## config.mk

```make
export PLATFORM = sky130hd
export DESIGN_NAME = cau_div_cell
export DESIGN_NICKNAME = d
export VERILOG_FILES = /design/src/hw/rtl/cau_pkg.sv /design/src/hw/rtl/cau_div_cell.sv
export SDC_FILE = /design/constraint.sdc
export NUM_CORES = 1
export LEC_CHECK = 0
export BUFFER_PORTS_ARGS = -buffer_cell sky130_fd_sc_hd__buf_2
export CAP_MARGIN = 25
export CORE_MARGIN = 1
export CORE_UTILIZATION = 40
export CTS_CLUSTER_DIAMETER = 60
export CTS_CLUSTER_SIZE = 14
export DETAILED_ROUTE_END_ITERATION = 12
export PLACE_DENSITY = 0.68
export SETUP_SLACK_MARGIN = 0.5
export SLEW_MARGIN = 5
export SYNTH_ARGS = -nofsm -noshare
export SYNTH_HDL_FRONTEND = slang
export SYNTH_SLANG_ARGS = --single-unit
```

## constraint.sdc

```tcl
create_clock -name clk -period 4.6 [get_ports clk]
set_clock_uncertainty 0.1 [all_clocks]
set_input_delay 0.69 -clock clk [delete_from_list [all_inputs] [get_ports clk]]
set_output_delay 0.69 -clock clk [all_outputs]
set_load 0.02 [all_outputs]
```

## src/hw/rtl/cau_pkg.sv

```systemverilog
// ----------------------------------------------------------------------------
// cau_pkg
// shared types and constants of the complex arithmetic unit
// ----------------------------------------------------------------------------
package cau_pkg;

  localparam int DATA_W = 16;

  typedef enum logic [1:0] {
    OP_ADD = 2'd0,
    OP_SUB = 2'd1,
    OP_MUL = 2'd2,
    OP_DIV = 2'd3
  } op_t;

  typedef struct packed {
    logic [1:0]               req_type;
    logic signed [DATA_W-1:0] a_re;
    logic signed [DATA_W-1:0] a_im;
    logic signed [DATA_W-1:0] b_re;
    logic signed [DATA_W-1:0] b_im;
  } req_t;

  typedef struct packed {
    logic signed [DATA_W-1:0] res_re;
    logic signed [DATA_W-1:0] res_im;
    logic                     saturated;
    logic                     div_by_zero;
  } res_t;

  // control and early results carried alongside the divider chain
  typedef struct packed {
    logic [DATA_W-1:0] res_re;
    logic [DATA_W-1:0] res_im;
    logic              sat;
    logic              dz;
    logic              is_div;
    logic              neg_re;
    logic              neg_im;
  } side_t;

endpackage

```

## src/hw/rtl/cau_div_cell.sv

```systemverilog
// ----------------------------------------------------------------------------
// cau_div_cell
// one restoring-division step for the real and imaginary quotients
// ----------------------------------------------------------------------------
module cau_div_cell #(
  parameter int QW = 40,
  parameter int DW = 32
) (
  input  logic            clk,
  input  logic            rst,
  input  logic            en,
  input  logic            valid_in,
  input  cau_pkg::side_t  side_in,
  input  logic [DW-1:0]   den_in,
  input  logic [QW-1:0]   d_re_in,
  input  logic [QW-1:0]   d_im_in,
  input  logic [DW-1:0]   r_re_in,
  input  logic [DW-1:0]   r_im_in,
  output logic            valid,
  output cau_pkg::side_t  side,
  output logic [DW-1:0]   den,
  output logic [QW-1:0]   d_re,
  output logic [QW-1:0]   d_im,
  output logic [DW-1:0]   r_re,
  output logic [DW-1:0]   r_im
);

  logic [DW:0] t_re, t_im, s_re, s_im;
  logic        ge_re, ge_im;

  // partial remainder with next dividend bit shifted in
  always_comb begin
    t_re  = {r_re_in, d_re_in[QW-1]};
    t_im  = {r_im_in, d_im_in[QW-1]};
    ge_re = t_re >= {1'b0, den_in};
    ge_im = t_im >= {1'b0, den_in};
    s_re  = t_re - {1'b0, den_in};
    s_im  = t_im - {1'b0, den_in};
  end

  always_ff @(posedge clk) begin
    if (rst) begin
      valid <= 1'b0;
    end else if (en) begin
      valid <= valid_in;
    end
    if (en) begin
      side <= side_in;
      den  <= den_in;
      d_re <= {d_re_in[QW-2:0], ge_re};
      d_im <= {d_im_in[QW-2:0], ge_im};
      r_re <= ge_re ? s_re[DW-1:0] : t_re[DW-1:0];
      r_im <= ge_im ? s_im[DW-1:0] : t_im[DW-1:0];
    end
  end

endmodule

```

==> results of run 1 <==
[worst register-to-register path, cell delays in order, from the launching register on]
cell and delay, ps:
dfxtp_1 310, mux2i_1 120, nor2_1 60
[power by group through the flow]
stage,Clock [mW],Sequential (mW),Combinational (mW)
CTS,1.77,2.45,1.38
finish,1.72,2.45,1.37
global route,1.82,2.47,1.47
global placement,0,2.49,1.36
detailed placement,0,2.49,1.37
floorplan,0,2.76,0.618
[area by class of cell]
class / instances / area [µm²]
diodes: 2 / 5.005
clock buffers: 28 / 594.3
clock inverters: 9 / 96.34
fillers: 2367 / 12780
inverters: 57 / 214.0
multi-input cells: 546 / 4287
flip-flops and latches: 214 / 6416
well taps: 341 / 426.7
repair buffers: 433 / 2210
[through the flow]
step                hold slack [ps]  setup slack (ps)  power (mW)  cells
floorplan                     478.8              1201       3.376    836
global placement              380.9             584.7       3.848   1591
detailed placement            392.0             527.5       3.860   1591
CTS                           196.4              1067       5.600   1628
global route                  211.6             844.6       5.762   1629
finish                        222.1              1062       5.540   1630
[cell usage after synthesis, types with 7 or more instances]
cell type | n | area (µm²)
nand2b_1 | 9 | 56.30
mux2_1 | 10 | 112.6
xnor2_1 | 31 | 271.5
nand3_1 | 17 | 85.08
o211ai_1 | 7 | 52.55
nand4_1 | 12 | 75.07
mux2i_1 | 10 | 100.1
a21oi_1 | 50 | 250.2
nor2b_1 | 10 | 62.56
o21ai_0 | 36 | 180.2
nor3_1 | 7 | 35.03
a21o_1 | 23 | 172.7
xor2_1 | 22 | 192.7
a211oi_1 | 7 | 52.55
o21a_1 | 9 | 67.56
nand2_1 | 48 | 180.2
clkbuf_1 | 9 | 33.78
mux2_2 | 19 | 214.0
edfxtp_1 | 213 | 6396
nor2_1 | 42 | 157.7
a31oi_1 | 9 | 56.30
mux2_4 | 24 | 360.4
ha_1 | 64 | 800.8
inv_1 | 57 | 214.0
[registers in the layout, summed over array words and instances (netlist names)]
name / cells
side: 37
r_im: 32
r_re: 32
d_re: 40
den: 32
valid: 1
d_im: 40
[routing by layer]
metal,share of wire,up-vias
met5,0.00028,-
met4,0.031,2
met3,0.075,61
met2,0.51,343
met1,0.38,4044
li1,-,4044
[worst paths after layout]
kind,cells past startpoint,from,to
worst max register to register,2,valid,valid
worst min-delay path,2,rst,valid
worst min register to register,2,valid,valid
worst max-delay path,11,den_in[12],r_im[2]
[layout by cell type, fill, tap and decap left out, drive strengths merged, types with 5 or more instances in the layout]
cell type | netlist | layout
nor4 | 5 | 5
mux2i | 10 | 10
a211oi | 7 | 7
nor2b | 10 | 10
nor2 | 42 | 42
clkbuf | 9 | 28
nand2b | 9 | 9
inv | 57 | 61
nand3 | 17 | 17
mux2 | 53 | 53
xor2 | 22 | 22
xnor2 | 31 | 31
o21ai | 38 | 38
a21oi | 52 | 52
o31ai | 8 | 8
o21a | 11 | 11
edfxtp | 213 | 213
buf | 10 | 433
ha | 64 | 64
a21o | 23 | 23
and2 | 5 | 5
a31oi | 9 | 9
nand2 | 49 | 49
nor3 | 7 | 7
nand4 | 12 | 12
o211ai | 7 | 7
[kinds of logic (layout without fill, tap and decap cells)]
kind of cell    after synthesis  in the layout  synth area share
buf+inv                      76            527           0.03257
other cells                   0              2                 0
mux                          63             63           0.07114
fa+ha+maj                    66             66           0.07600
compound gates              190            190            0.1197
xor+xnor                     53             53           0.04196
flops                       214            214            0.5800
simple gates                174            174           0.07871
==> summary.txt, run 1 <==
Outcome
  – Status: completed

Clock tree
  – Number of CTS-inserted buffers: 23
  – Clock transition at the registers of the reported paths: 70 ps
  – Count of hold buffers inserted by post-cts repair: 0
  – CTS Buffer Depth: 3
  – CTS Root Cell: clkbuf_16
  – Post-CTS setup buffer count: 0
  – Clock sink total: 214
  – CTS tree: done
  – H-tree depth: 1
  – Post-cts resize count: 0
  – Worst skew pair latency: 520 ps

Drt
  – Via count: 8494
  – Via-to-Cell Ratio: 5.211
  – Number of DRC markers in iteration 0: 468
  – DRC viols: 0
  – DR pass1 iterations: 5
  – DR WL/cell: 19.39 µm
  – Number of routed nets with antenna violations: 0
  – Final wirelength: 31600 µm

Floorplan
  – DIE AREA: 28330 µm²
  – Initial core utilization: 0.4094
  – I/O pin count: 431
  – Die W: 168.3 µm
  – Site Rows: 60
  – Core Region: 27030 µm²
  – Die height: 168.3 µm

Critical path
  – CP endpoint kind: register
  – Crit-path slowest cell: o21a_4
  – Cell family with most CP delay: compound AO/OA/AOI/OAI gates
  – WS Path Type: in2reg
  – Startpoint Class: primary input
  – FF-to-FF setup slack: around 3900 ps
  – Critical Path AT: 3710 ps
  – WP data required: 4770 ps
  – Crit-path max FO: 32
  – Largest stage delay, worst path: about 600 ps
  – CP bufs+invs: 2
  – Top cell by count, worst path: o21a_4
  – Critical Path, Cell by Cell: buf_2 -> inv_1 -> ha_1 -> nand2_1 -> or4_4 -> a21oi_2 -> nor3_1 -> o21a_4 -> o31ai_4 -> o21a_4 -> mux2_2

Layout
  – P&R area growth vs syn: 28.79%
  – Layout cells sized above 1: 0.4095
  – Final core occ: 0.5272
  – Fin nets: around 1600
  – Finished layout cell area: 14250 µm²

Synth
  – Synth Instances: 836
  – Yosys cell types: 70
  – Post-Syn Nets: 1119
  – Seq cells post-synth: 214
  – Yosys warning count: 0
  – Most used DFF post-synth: edfxtp_1
  – Mapped cell area: ~11000 µm²
  – Sequential-to-total area share from yosys stat: 0.5800
  – Post-synth EDFFs: roughly 210
  – Syn avg cell area: 13.23 µm²
  – Fraction of registers with async set/reset: 0

Timing
  – RSZ-0062 raised after global routing: false
  – Slew Limit Headroom: 0.5606
  – Crit share post-route: 0.7692
  – Slew @ Worst Pin: ~660 ps
  – Tmin final: 3538 ps
  – Setup tns final: 0 ps
  – Hold Fails Final Rpt: 0
  – FMAX: between 200 and 300 MHz
  – Setup violators final: 0
  – Slew Viols, Final: 0

Global route
  – GRT Total Usage: 0.2132
  – First-pass GRT wire length: about 46000 µm
  – Number of global-route vias before repair: 8309
  – GR Util met2: 0.3875
  – Grt met1 use: 0.2487
  – GR Util met3: 0.04231
  – Total grt overflow: 0
  – Antenna violations before repair: 3
  – GRT Max-Usage Layer: met2
  – Pin count of the biggest net entering global routing: ~100

Min path
  – Hold crit path type: in2reg

Placement
  – Input/output buffers: 430
  – Final HPWL DP: 25190 µm
  – Global placer's final weighted congestion: 0.9185
  – Placed cell areas: 13550 µm²

Power
  – Switch share: 0.3000
  – Worst IR Drop VDD: 0.2748 mV
  – Lkg Pwr: 6.299 nW
  – Sequential power share: 0.442
  – Logic pwr share: 0.247
  – PwrDens: 388.8 nW/µm²
  – NetSw: 1.662 mW
  – Clk pwr share: 0.311
  – Cell Int Power: 3.878 mW

Run
  – Max Cap Viol: 0
No activity file was read; power rests on OpenSTA's default activity.
==> inputs of run 2 (changes only) <==
--- a/config.mk
+++ b/config.mk
@@ -12,7 +12,7 @@
 export CTS_CLUSTER_DIAMETER = 60
 export CTS_CLUSTER_SIZE = 14
 export DETAILED_ROUTE_END_ITERATION = 12
-export PLACE_DENSITY = 0.68
+export PLACE_DENSITY = 0.7
 export SETUP_SLACK_MARGIN = 0.5
 export SLEW_MARGIN = 5
 export SYNTH_ARGS = -nofsm -noshare
==> constraint.sdc (replaced) <==
create_clock -name clk -period 3.12 [get_ports clk]
set_clock_uncertainty 0.1 [all_clocks]
set_input_delay 0.468 -clock clk [delete_from_list [all_inputs] [get_ports clk]]
set_output_delay 0.468 -clock clk [all_outputs]
set_load 0.02 [all_outputs]
==> run 2 against run 1 <==
- die area unchanged
- final area up 26%
- critical endpoint is now r_im[28]
- sequential share of layout area down 9.4 points
- worst setup slack worse by 680 ps
- sequential power up 48%
- non-clock buffer count up 279
- largest cell class unchanged
- critical path depth up 2
- total power up 68%
- sequential cell count unchanged
- register-to-register slack worse by 1500 ps
- first-iteration DRC count up 22%
- cell count up 18%
==> summary.txt, run 2 (same netlist as run 1, synthesis figures left out) <==
Clock tree
  – CTS Buffer Depth: 3 (unchanged)
  – Clock sink total: 214 (unchanged)
  – CTS Root Cell: clkbuf_16
  – Worst skew pair latency: 520 ps (about the same)
  – Number of CTS-inserted buffers: 24 (+4.3%)
  – H-tree depth: 1 (unchanged)
  – Clock transition at the registers of the reported paths: 60 ps (about the same)
  – CTS tree: done

Power
  – Cell Int Power: 6.564 mW (+69%)
  – Lkg Pwr: 7.885 nW (+25%)
  – Switch share: 0.2967 (-0.003256)
  – Sequential power share: 0.387 (-0.055)
  – Worst IR Drop VDD: 0.3655 mV (+33%)
  – PwrDens: 519.0 nW/µm² (+33%)
  – NetSw: 2.770 mW (+67%)
  – Logic pwr share: 0.295 (+0.048)
  – Clk pwr share: 0.317 (+0.006)

Floorplan
  – I/O pin count: 431 (unchanged)
  – Initial core utilization: 0.4094 (unchanged)
  – Die W: 168.3 µm (unchanged)
  – Site Rows: 60 (unchanged)
  – Die height: 168.3 µm (unchanged)
  – Core Region: 27030 µm² (unchanged)
  – DIE AREA: 28330 µm² (unchanged)

Drt
  – DR WL/cell: 19.55 µm (+0.84%)
  – Via count: 9884 (+16%)
  – Number of DRC markers in iteration 0: 572 (+22%)
  – Final wirelength: 37610 µm (+19%)
  – DR pass1 iterations: 5 (unchanged)
  – Via-to-Cell Ratio: 5.137 (-1.4%)
  – DRC viols: 0 (unchanged)
  – Number of routed nets with antenna violations: 0 (unchanged)

Global route
  – Pin count of the biggest net entering global routing: 66 (-33%)
  – First-pass GRT wire length: 55100 µm (+19%)
  – Antenna violations before repair: 8 (+5)
  – Total grt overflow: 0 (unchanged)
  – Number of global-route vias before repair: 10120 (+22%)
  – GRT Total Usage: 0.2534 (+0.04024)

Critical path
  – CP endpoint kind: register
  – Largest stage delay, worst path: 550 ps (-50 ps)
  – Reg2Reg Depth: 2 (unchanged)
  – RR Endpoint: valid
  – Startpoint Class: primary input
  – Crit-path slowest cell: or4b_4
  – WS Path Type: in2reg
  – Top cell by count, worst path: buf_6
  – Worst setup endpoint: r_im[28]
  – FF-to-FF setup slack: 2440 ps (-1470 ps)
  – Worst reg2reg startpoint: valid
  – Critical Path AT: 2910 ps (-800 ps)
  – Critical Path, Cell by Cell: buf_6 -> inv_4 -> ha_4 -> fa_2 -> nor2b_4 -> o31ai_4 -> a2111oi_4 -> or4b_4 -> a41oi_4 -> buf_6 -> o41ai_4 -> xor2_1 -> mux2_4
  – Worst Setup SP: d_im_in[39]
  – Crit-path max FO: 6 (-81%)
  – WP data required: 3300 ps (-1470 ps)

Timing
  – Hold Fails Final Rpt: 0 (unchanged)
  – Final hold slack: 17.79 ps (-204.3 ps)
  – RSZ-0062 raised after global routing: true
  – Setup violators final: 0 (unchanged)
  – Slew Limit Headroom: 0.6317 (+0.07105)
  – Setup tns final: 0 ps (unchanged)
  – Crit share post-route: 0.8761
  – FMAX: 365.8 MHz
  – Tmin final: 2733 ps
  – Slew Viols, Final: 0 (unchanged)
  – Slew @ Worst Pin: 538.6 ps (-120.5 ps)

Layout
  – Fin nets: 1838 (+18%)
  – P&R area growth vs syn: 62.56%
  – Non-Filler Instances: 1924 (+18%)
  – Commonest non-fill, non-tap cell in the layout: buf_2
  – Final core occ: 0.6655 (+0.1382)
  – Layout cells sized above 1: 0.5213 (+0.1118)
  – Regs by FF count: d_im x40, d_re x40, side x37
  – Most frequent cells in the layout: 408 x buf_2, 213 x edfxtp_1, 162 x buf_4

Placement
  – Input/output buffers: 430 (unchanged)
  – Global placer's final weighted congestion: 0.9219 (+0.37%)
  – Final HPWL DP: 26690 µm (+5.9%)
  – Placed Cells incl. Taps: 1737 (+9.2%)

Outcome
  – Status: completed

Min path
  – Hold crit path type: in2reg

Run
  – Max Cap Viol: 0 (unchanged)
## run 2: cell count changes in the layout (fill, tap and decap cells not counted), moves of 7 or more
cell           previous run  this run
buf_4                     1       162
dlygate4sd3_1             0        93
ha_1                     64        32
ha_4                      0        32
buf_6                     0        26
buf_2                   429       408
inv_1                    57        36
a21oi_1                  50        39
buf_12                    2        12
buf_8                     1         9
diode_2                   2        10
mux2_4                   24        32
inv_2                     0         7
## run 2: worst max-delay path: cells and delay by family
kind | cells | cell delay, ps
AO/OA/AOI/OAI | 4 | 730
adder cells (fa/ha/maj) | 2 | 360
buffers and inverters | 3 | 300
AND/OR/NAND/NOR | 2 | 610
multiplexers | 1 | 270
XOR/XNOR | 1 | 160
## run 2: worst min path at each step
stage,to,slack [ps],startpoint,cells past startpoint
floorplan,valid,440,rst,1
global placement,valid,380,valid,2
detailed placement,valid,380,valid,2
CTS,d_im[22],0.07,d_im_in[21],1
global route,d_im[5],-0.4,d_im_in[4],1
finish,d_im[37],20,d_im_in[36],1
## run 2: final cells by class
| type | instances | area (µm²) |
|---|---|---|
| Inverter | 57 | 286.5 |
| Sequential cell | 214 | 6416 |
| Tap cell | 341 | 426.7 |
| Clock buffer | 32 | 630.6 |
| Antenna cell | 10 | 25.02 |
| Multi-Input combinational cell | 546 | 5099 |
| Timing Repair Buffer | 712 | 4912 |
| Fill cell | 1973 | 9041 |
| Clock inverter | 12 | 188.9 |
## run 2: routing by layer
metal | share of wire | track usage | wire length [µm]
met2 | 0.53 | 0.4691 | 19750
met5 | 0 | 0 | 0
met4 | 0.049 | 0.1324 | 1838
met3 | 0.056 | 0.04325 | 2096
met1 | 0.37 | 0.2765 | 13930
## run 2: power by group through the flow
stage / combinational, mW / clock, mW / sequential [mW]
after floorplan: 0.973 / 0 / 4.07
after global placement: 2.30 / 0 / 3.66
after detailed placement: 2.33 / 0 / 3.67
after CTS: 2.65 / 3.00 / 3.61
after global routing: 2.93 / 3.11 / 3.64
final: 2.76 / 2.96 / 3.62
## run 2: stage by stage
stage | power [mW] | instance area, µm² | worst slack (ps)
5_1_grt | 9.678 | 17980 | 310.3
4_1_cts | 9.267 | 17640 | 360.4
2_1_floorplan | 5.039 | 11370 | 61.88
3_5_place_dp | 5.996 | 14980 | -347.8
6_report | 9.334 | 17980 | 386.6
3_3_place_gp | 5.962 | 14980 | -265.2
## run 2: repair_timing
action,CTS,global route
gates resized for setup,131,51
pin swaps,23,25
setup buffers,29,9
endpoints found under the setup margin,61,65
hold buffers,89,4
cloned,2,0
hold endpoints to repair,89,4
